### src/hw/rtl/svs_pkg.sv
// ---------------------------------------------------------------------------
// svs_pkg: shared types for the stream value sorter
// Word formats, cell link and control types, and the controller states.
// ---------------------------------------------------------------------------
`timescale 1ns / 1ps

package svs_pkg;

	localparam int unsigned VALUE_W = 32;

	// One input word
	typedef struct packed {
		logic signed [VALUE_W-1:0] value;
		logic                      last_item;
	} item_word_t;

	// One result word
	typedef struct packed {
		logic signed [VALUE_W-1:0] sorted_value;
		logic                      last_out;
		logic                      overflow;
	} result_word_t;

	// Contents of one cell, as handed to its neighbors
	typedef struct packed {
		logic                      valid;
		logic signed [VALUE_W-1:0] value;
	} cell_data_t;

	// Control broadcast to every cell
	typedef struct packed {
		logic ins;    // insert the new value into the sorted row
		logic shift;  // move the row one cell toward the head
	} cell_ctrl_t;

	// Controller states
	typedef enum logic {
		ST_FILL,
		ST_DRAIN
	} svs_state_t;

endpackage

### src/hw/rtl/svs_cell.sv
// ---------------------------------------------------------------------------
// svs_cell: one cell of the insertion sorting row
// Holds one value. On insert it keeps its value, takes the value of the
// cell before it, or takes the new value; on shift it takes the next cell's.
// ---------------------------------------------------------------------------
`timescale 1ns / 1ps

module svs_cell (
	input  logic                                clk,
	input  logic                                arst_n,
	input  svs_pkg::cell_ctrl_t                 ctrl,
	input  logic signed [svs_pkg::VALUE_W-1:0]  new_value,
	input  svs_pkg::cell_data_t                 prev_data,
	input  logic                                prev_lt,
	input  svs_pkg::cell_data_t                 next_data,
	output svs_pkg::cell_data_t                 data,
	output logic                                lt
);

	logic                               valid_q;
	logic signed [svs_pkg::VALUE_W-1:0] value_q;

	// New value goes before this cell's value (empty cells sit at the tail)
	assign lt = !valid_q || ($signed(new_value) < $signed(value_q));

	assign data.valid = valid_q;
	assign data.value = value_q;

	// Valid bit
	always_ff @(posedge clk or negedge arst_n) begin
		if (!arst_n) begin
			valid_q <= 1'b0;
		end else if (ctrl.shift) begin
			valid_q <= next_data.valid;
		end else if (ctrl.ins && lt) begin
			valid_q <= prev_lt ? prev_data.valid : 1'b1;
		end
	end

	// Value, no reset needed
	always_ff @(posedge clk) begin
		if (ctrl.shift) begin
			value_q <= next_data.value;
		end else if (ctrl.ins && lt) begin
			value_q <= prev_lt ? prev_data.value : new_value;
		end
	end

endmodule
### config.mk
export PLATFORM = sky130hd
export DESIGN_NAME = svs_cell
export DESIGN_NICKNAME = d
export VERILOG_FILES = /design/src/hw/rtl/svs_pkg.sv /design/src/hw/rtl/svs_cell.sv
export SDC_FILE = /design/constraint.sdc
export NUM_CORES = 1
export LEC_CHECK = 0
export BUFFER_PORTS_ARGS = -buffer_cell sky130_fd_sc_hd__buf_2
export CAP_MARGIN = 20
export CELL_PAD_IN_SITES_DETAIL_PLACEMENT = 1
export CELL_PAD_IN_SITES_GLOBAL_PLACEMENT = 2
export CORE_MARGIN = 4
export CORE_UTILIZATION = 25
export CTS_CLUSTER_DIAMETER = 100
export DETAILED_ROUTE_END_ITERATION = 8
export GPL_TIMING_DRIVEN = 0
export PLACE_DENSITY_LB_ADDON = 0.2
export SLEW_MARGIN = 20
export SYNTH_ARGS = -nofsm -noshare
export SYNTH_HDL_FRONTEND = slang
export SYNTH_SLANG_ARGS = --single-unit
### constraint.sdc
create_clock -name clk -period 6 [get_ports clk]
set_input_delay 0 -clock clk [delete_from_list [all_inputs] [get_ports clk]]
set_output_delay 0 -clock clk [all_outputs]
set_load 0.005 [all_outputs]
Word level (Yosys, flattened, before mapping)

Index checks and enable logic that the tools add are counted.

Mux-type cells: 6
$lt $le $gt $ge: 1
Reduce and logical (&&, ||, !) cells: 4

Operator list:

| cell                | count |
|---|---|
| 32-bit two-way mux  | 3 |
| 32-bit < comparator | 1 |
| 1-bit two-way mux   | 3 |
| 2-bit nonzero test  | 1 |
| 1-bit logical AND   | 1 |
| 1-bit zero test     | 1 |
| 1-bit logical OR    | 1 |

Input port bits: 103
Flip-flop bits (word level): 33
Word-level logic and storage cells: 13

Longest topological paths before layout

Gate-level depths: netlist of the first run.

Word-level depth: 5
Mapped depth: 8
Mapped depth without buffers: 8

Least setup slack after synthesis of the first run

OpenSTA, ideal clock, no wires.

Kind: reg-to-reg
From: register value_q[2] in the netlist's numbering
To: register value_q[0] in the netlist's numbering, enable pin
Setup time: 0.461 ns
Path buffers: 0
Path slack: 1.800 ns
Arrival time: 3.738 ns
Stages on the path, launching flop included: 9
Cell sequence: edfxtp_1 -> inv_1 -> ha_1 -> a211o_1 -> a31oi_1 -> o311a_1 -> o41ai_2 -> and3_1 -> nor3_1

Longest elaborated chain between the ends: 4

Ends and longest elaborated chain:

| element                             | RTL line       | RTL |
|---|---|---|
| start: declaration                  | svs_cell.sv:21 | `logic signed [svs_pkg::VALUE_W-1:0] value_q;` |
| start signal: assignment            | svs_cell.sv:43 | `value_q <= next_data.value;` |
| start signal: assignment            | svs_cell.sv:45 | `value_q <= prev_lt ? prev_data.value : new_value;` |
| 32-bit < comparator                 | svs_cell.sv:24 | `assign lt = !valid_q \|\| ($signed(new_value) < $signed(value_q));` |
| 1-bit logical OR                    | svs_cell.sv:24 |  |
| 1-bit logical AND                   | svs_cell.sv:44 | `end else if (ctrl.ins && lt) begin` |
| 2-bit nonzero test (no source line) | n/a            |  |

No other way between the ends.
A chain may end at the register's enable or synchronous reset.

Worst setup path after layout of the first run

Same ends and word-level chain as after synthesis.

==> reports/results.tsv, run 1 <==
metric	value	unit
crit_top_cell	buf_6	
dp_hpwl	6.84	mm
syn-num-nets	398	
htreeDepth	2	
p_per_area	209	mW/mm²
netlist_area	0.00251	mm²
setup_viol	0	
post-cts-setup-buffers	0	
cts_root_buffer	clkbuf_8	
syn_avg_cell_area	9.49	µm²
start_kind	flop	
grt_pass1_wl	13.2	mm
p_leak	1.87	nW
nNetsFinal	564	
first_pass_iters	4	
overflow	0	
cap_violations	0	
min_period	2.95	ns
cts_max_path_buffers	2	
die-area	0.0117	mm²
ant_nets	0	
drive_above_1_share	35.3	%
ctsResizeCount	0	
critPathTopFamily	simple AND/OR/NAND/NOR gates	
crit_fanout	8	
start_util	25.6	%
crit_buf_inv	3	
ir_drop	0.0802	mV
slew_violations	0	
clock_latency	0.28	ns
via_per_inst	4.49	
min_path_type	input port to flop	
ios	137	
first_iter_violations	40	
num_vias	2533	
max_freq	0.339	GHz
clkTransAtPathRegs	0.07	ns
synth-edff-count	32	
grt-busiest-layer	met2	
hold_viol	0	
worst_ep_arrival_time	2.95	ns
io_buffers	135	
min_period_over_period	49.1	%
rsz0062_at_grt	false	
rows	36	
ys_seq_elements	33	
grt_max_degree	11	
cts_tree	built	
critPathSlowestCell	nor3_2	
grt_util_met2	25.3	%
tightestPinTransition	0.769	ns
tns	0	ns
die_x	108	µm
synth_top_area_share	38.3	%
synth_top_cells_by_area	edfxtp_1, ha_1, mux2i_1	
met3_usage	4.24	%
drcViolationCount	0	
core	0.00977	mm²
yosysWarnings	0	
ys_async_sr_fraction	3.03	%
clock-skew-final	0.00787	ns
wl	8.45	mm
area_growth_syn_to_layout	46.9	%
num-fill-cells	1213	
synthCells	264	
relSlewSlack	48.5	%
fin_util	37.7	%
dp.cells	536	
cts-hold-fix-buffers	20	
path_class	flop to flop	
gp_congestion	0.804	
worstPathCellList	inv_1 > ha_1 > a211o_1 > a31oi_1 > o311a_1 > o41ai_2 > and3_1 > nor3_2 > buf_6 > buf_6	
use_met1	17.3	%
grt_pass1_vias	2669	
wire_per_inst	15.0	µm
die_y	108	µm
status	finished clean	
finalNonFillerCells	564	
finalWorstSetupSlack	3.05	ns
synthDistinctLibCells	34	
clock_sinks	33	
critPathCaptureType	flop	
antenna_cells_inserted	0	
antenna_found_initial	0	
grt_util_all_layers	14.4	%
cp.required	6.00	ns
numCtsBuffers	5	
ys_top_cells_by_count	nand2_1, o21ai_0, edfxtp_1, inv_1, mux2i_1	
synth_top_flop_cell	edfxtp_1	
max_stage_delay	0.63	ns
synth_top_area_cell	edfxtp_1	
pre_cts_ws	2.99	ns
synth-seq-area-share	39.3	%
yosysMostFrequentCell	nand2_1	
## power by group
part           internal [mW]  switching (mW)
Combinational          0.131           0.141
Clock                 0.0938          0.0864
Sequential             0.300          0.0180
## registers in the layout (all words and copies together) (netlist names)
name / flops
value_q: 32
valid_q: 1
## path summary, 6_finish.rpt
check,endpoint,slack (ns),cells past startpoint,from
max,value_q[0]$_DFFE_PP_,3.05,10,value_q[2]$_DFFE_PP_
min,value_q[4]$_DFFE_PP_,0.006,3,next_data[4]
max reg2reg,value_q[0]$_DFFE_PP_,3.05,10,value_q[2]$_DFFE_PP_
min reg2reg,valid_q$_DFFE_PN0P_,0.89,4,valid_q$_DFFE_PN0P_
max in group asynchronous,valid_q$_DFFE_PN0P_,5.87,2,arst_n
min in group asynchronous,valid_q$_DFFE_PN0P_,0.04,2,arst_n
## layout by cell type, fill, tap and decap left out, types with 2 or more instances in the layout
cell	n
buf_2	138
nand2_1	42
o21ai_0	35
inv_1	32
mux2i_1	32
edfxtp_1	32
ha_1	31
dlygate4sd3_1	20
a21oi_1	13
clkbuf_1	10
nand4_1	6
clkbuf_8	6
nor2_1	4
buf_4	3
nand2b_1	2
nand3_1	2
buf_6	2
## cell type report
class / count / area [µm²] / share of cell area (%)
timing repair buffer: 159 / 913 / 24.8
multi-input combinational: 187 / 1350 / 36.7
buffer: 12 / 52.6 / 1.43
inverter: 32 / 120 / 3.26
sequential: 33 / 986 / 26.8
clock buffer: 8 / 90.1 / 2.45
tap: 133 / 166 / 4.52
## logic make-up after synthesis
kind of cell,after synthesis,share of synthesized area (%)
DFF,33,39.3
and+or+nand+nor,63,11.1
adders and majority gates,31,15.5
buffers and inverters,44,6.89
muxes,33,13.2
AOI/OAI and AO/OA,60,13.9
## metrics by stage
step,total power [mW],hold slack [ns],area (µm²)
5_1_grt,0.835,0.00913,3680
6_report,0.770,0.00636,3680
3_3_place_gp,0.581,-0.223,3350
3_5_place_dp,0.592,-0.222,3390
2_1_floorplan,0.461,-0.296,2510
4_1_cts,0.789,0.000273,3680
## metal layers
layer	routed length (µm)	share of wire, %	vias to the layer above
met4	118	1.4	0
met5	0	0	-
li1	-	-	1279
met3	616	7.3	8
met1	3630	43	1164
met2	4090	48	82
## tightest hold or removal path: stages
cell and delay, ns:
buf_2 0.08, nand2_1 0.04, o21ai_0 0.06
Power figures use the tool's default switching activity.
==> inputs of run 2 (changes only) <==
- clock period: 6 -> 3.1 ns (I/O delays scaled with it)
==> reports/results.tsv, run 2 (synthesis gave the netlist of run 1 again) <==
metric	value	unit
tightestPinTransition	0.534	ns
cts_root_buffer	clkbuf_8	
start_util	25.6	%
layout_common_cells	buf_2, nand2_1, o21ai_0	
grt_pass1_vias	2714	
ant_nets	0	
hold-worst-slack	0.00721	ns
num_vias	2537	
finalNonFillerCells	564	
wl	8.49	mm
via_per_inst	4.50	
min_to	value_q[10]$_DFFE_PP_	
antenna_found_initial	0	
min_path_type	input port to flop	
dp.cells	535	
cts_tree	built	
crit_fanout	10	
io_buffers	135	
nNetsFinal	564	
antenna_cells_inserted	0	
clock_sinks	33	
first_iter_violations	50	
cp.required	3.09	ns
rows	36	
clkTransAtPathRegs	0.08	ns
relSlewSlack	64.4	%
gp_congestion	0.746	
cts_max_path_buffers	2	
ios	137	
grt_util_all_layers	14.4	%
ir_drop	0.149	mV
largest-register	value_q	
min_period_over_period	90.0	%
numCtsBuffers	5	
path_class	flop to flop	
max_freq	0.358	GHz
p_per_area	402	mW/mm²
die_y	108	µm
hold_viol	0	
clock_latency	0.29	ns
largest_registers	value_q (32), valid_q (1)	
first_pass_iters	4	
start_kind	flop	
totalPowerFinal	1.49	mW
grt_max_degree	11	
hold_path_startpoint	next_data[10]	
cap_violations	0	
htreeDepth	2	
overflow	0	
drive_above_1_share	35.5	%
min_period	2.79	ns
num-fill-cells	1201	
max_stage_delay	0.39	ns
worst_ep_arrival_time	2.78	ns
clock-skew-final	0.0118	ns
hold_depth	3	
post-cts-setup-buffers	0	
tns	0	ns
dp_hpwl	6.85	mm
area_growth_syn_to_layout	47.6	%
drcViolationCount	0	
worstPathCellList	inv_1 > ha_1 > nand4_1 > nor2_1 > a221oi_2 > o211ai_1 > o2bb2ai_1 > nor3_4 > buf_6 > buf_8	
rr_endpoint	value_q[31]$_DFFE_PP_	
die_x	108	µm
r2r_start	value_q[31]$_DFFE_PP_	
setup_viol	0	
layout_commonest_cell	buf_2	
status	finished clean	
largest_reg_flops	32	
grt_pass1_wl	13.1	mm
core	0.00977	mm²
rrSetupSlack	0.31	ns
die-area	0.0117	mm²
critPathSlowestCell	nor3_4	
rsz0062_at_grt	false	
p_leak	1.88	nW
slew_violations	0	
fin_util	37.9	%
critPathCaptureType	flop	
wire_per_inst	15.0	µm
r2r_cells	10	
-- run 2: report_power, final --
part	internal, mW	switching (mW)
Combinational	0.259	0.275
Clock	0.156	0.181
Sequential	0.580	0.0362
Total	0.995	0.492
-- run 2: layout make-up --
cell class	instances	area (µm²)	area share [%]
buffer	12	52.6	1.42
clock buffer	6	72.6	1.96
clock inverter	2	10.0	0.271
inverter	32	120	3.25
multi-input combinational	187	1370	36.9
sequential	33	986	26.6
tap	133	166	4.50
timing repair buffer	159	927	25.1
-- run 2: timing repair --
| action | in CTS | in global routing |
|---|---|---|
| gates resized for setup | 0 | 1 |
| hold buffers | 21 | 0 |
| setup endpoints to repair | 0 | 20 |
| hold endpoints to repair | 21 | 0 |
-- run 2: layer usage --
| metal | share of wire [%] | GRT usage, % | up-vias |
|---|---|---|---|
| met5 | 0 | 0 | - |
| met3 | 8.4 | 4.18 | 5 |
| met4 | 0.66 | 2.43 | 0 |
| li1 | - | - | 1278 |
| met1 | 43 | 18.5 | 1166 |
| met2 | 48 | 24.3 | 88 |
-- run 2: per-stage QoR --
step	setup WS, ns	cell area, µm²
after global placement	-0.363	3360
after global routing	0.0280	3700
after detailed placement	0.201	3400
final	0.309	3700
after floorplan	0.330	2520
after CTS	0.182	3690
-- run 2: how the worst max path moves through the flow --
stage / start / end / slack (ns) / depth (start not counted)
after CTS: value_q[31]$_DFFE_PP_ / value_q[1]$_DFFE_PP_ / 0.18 / 10
after floorplan: value_q[2]$_DFFE_PP_ / value_q[0]$_DFFE_PP_ / 0.33 / 8
final: value_q[31]$_DFFE_PP_ / value_q[31]$_DFFE_PP_ / 0.31 / 10
after global routing: value_q[31]$_DFFE_PP_ / value_q[31]$_DFFE_PP_ / 0.03 / 10
after detailed placement: value_q[31]$_DFFE_PP_ / value_q[20]$_DFFE_PP_ / 0.20 / 10
after global placement: value_q[31]$_DFFE_PP_ / value_q[28]$_DFFE_PP_ / -0.36 / 8
-- run 2: worst max-delay path, delay by kind of cell (launching register included) --
| kind | cells | cell delay (ns) |
|---|---|---|
| and+or+nand+nor | 3 | 0.68 |
| DFF | 1 | 0.34 |
| adders and majority gates | 1 | 0.36 |
| buffers and inverters | 3 | 0.43 |
| AOI/OAI and AO/OA | 3 | 0.69 |
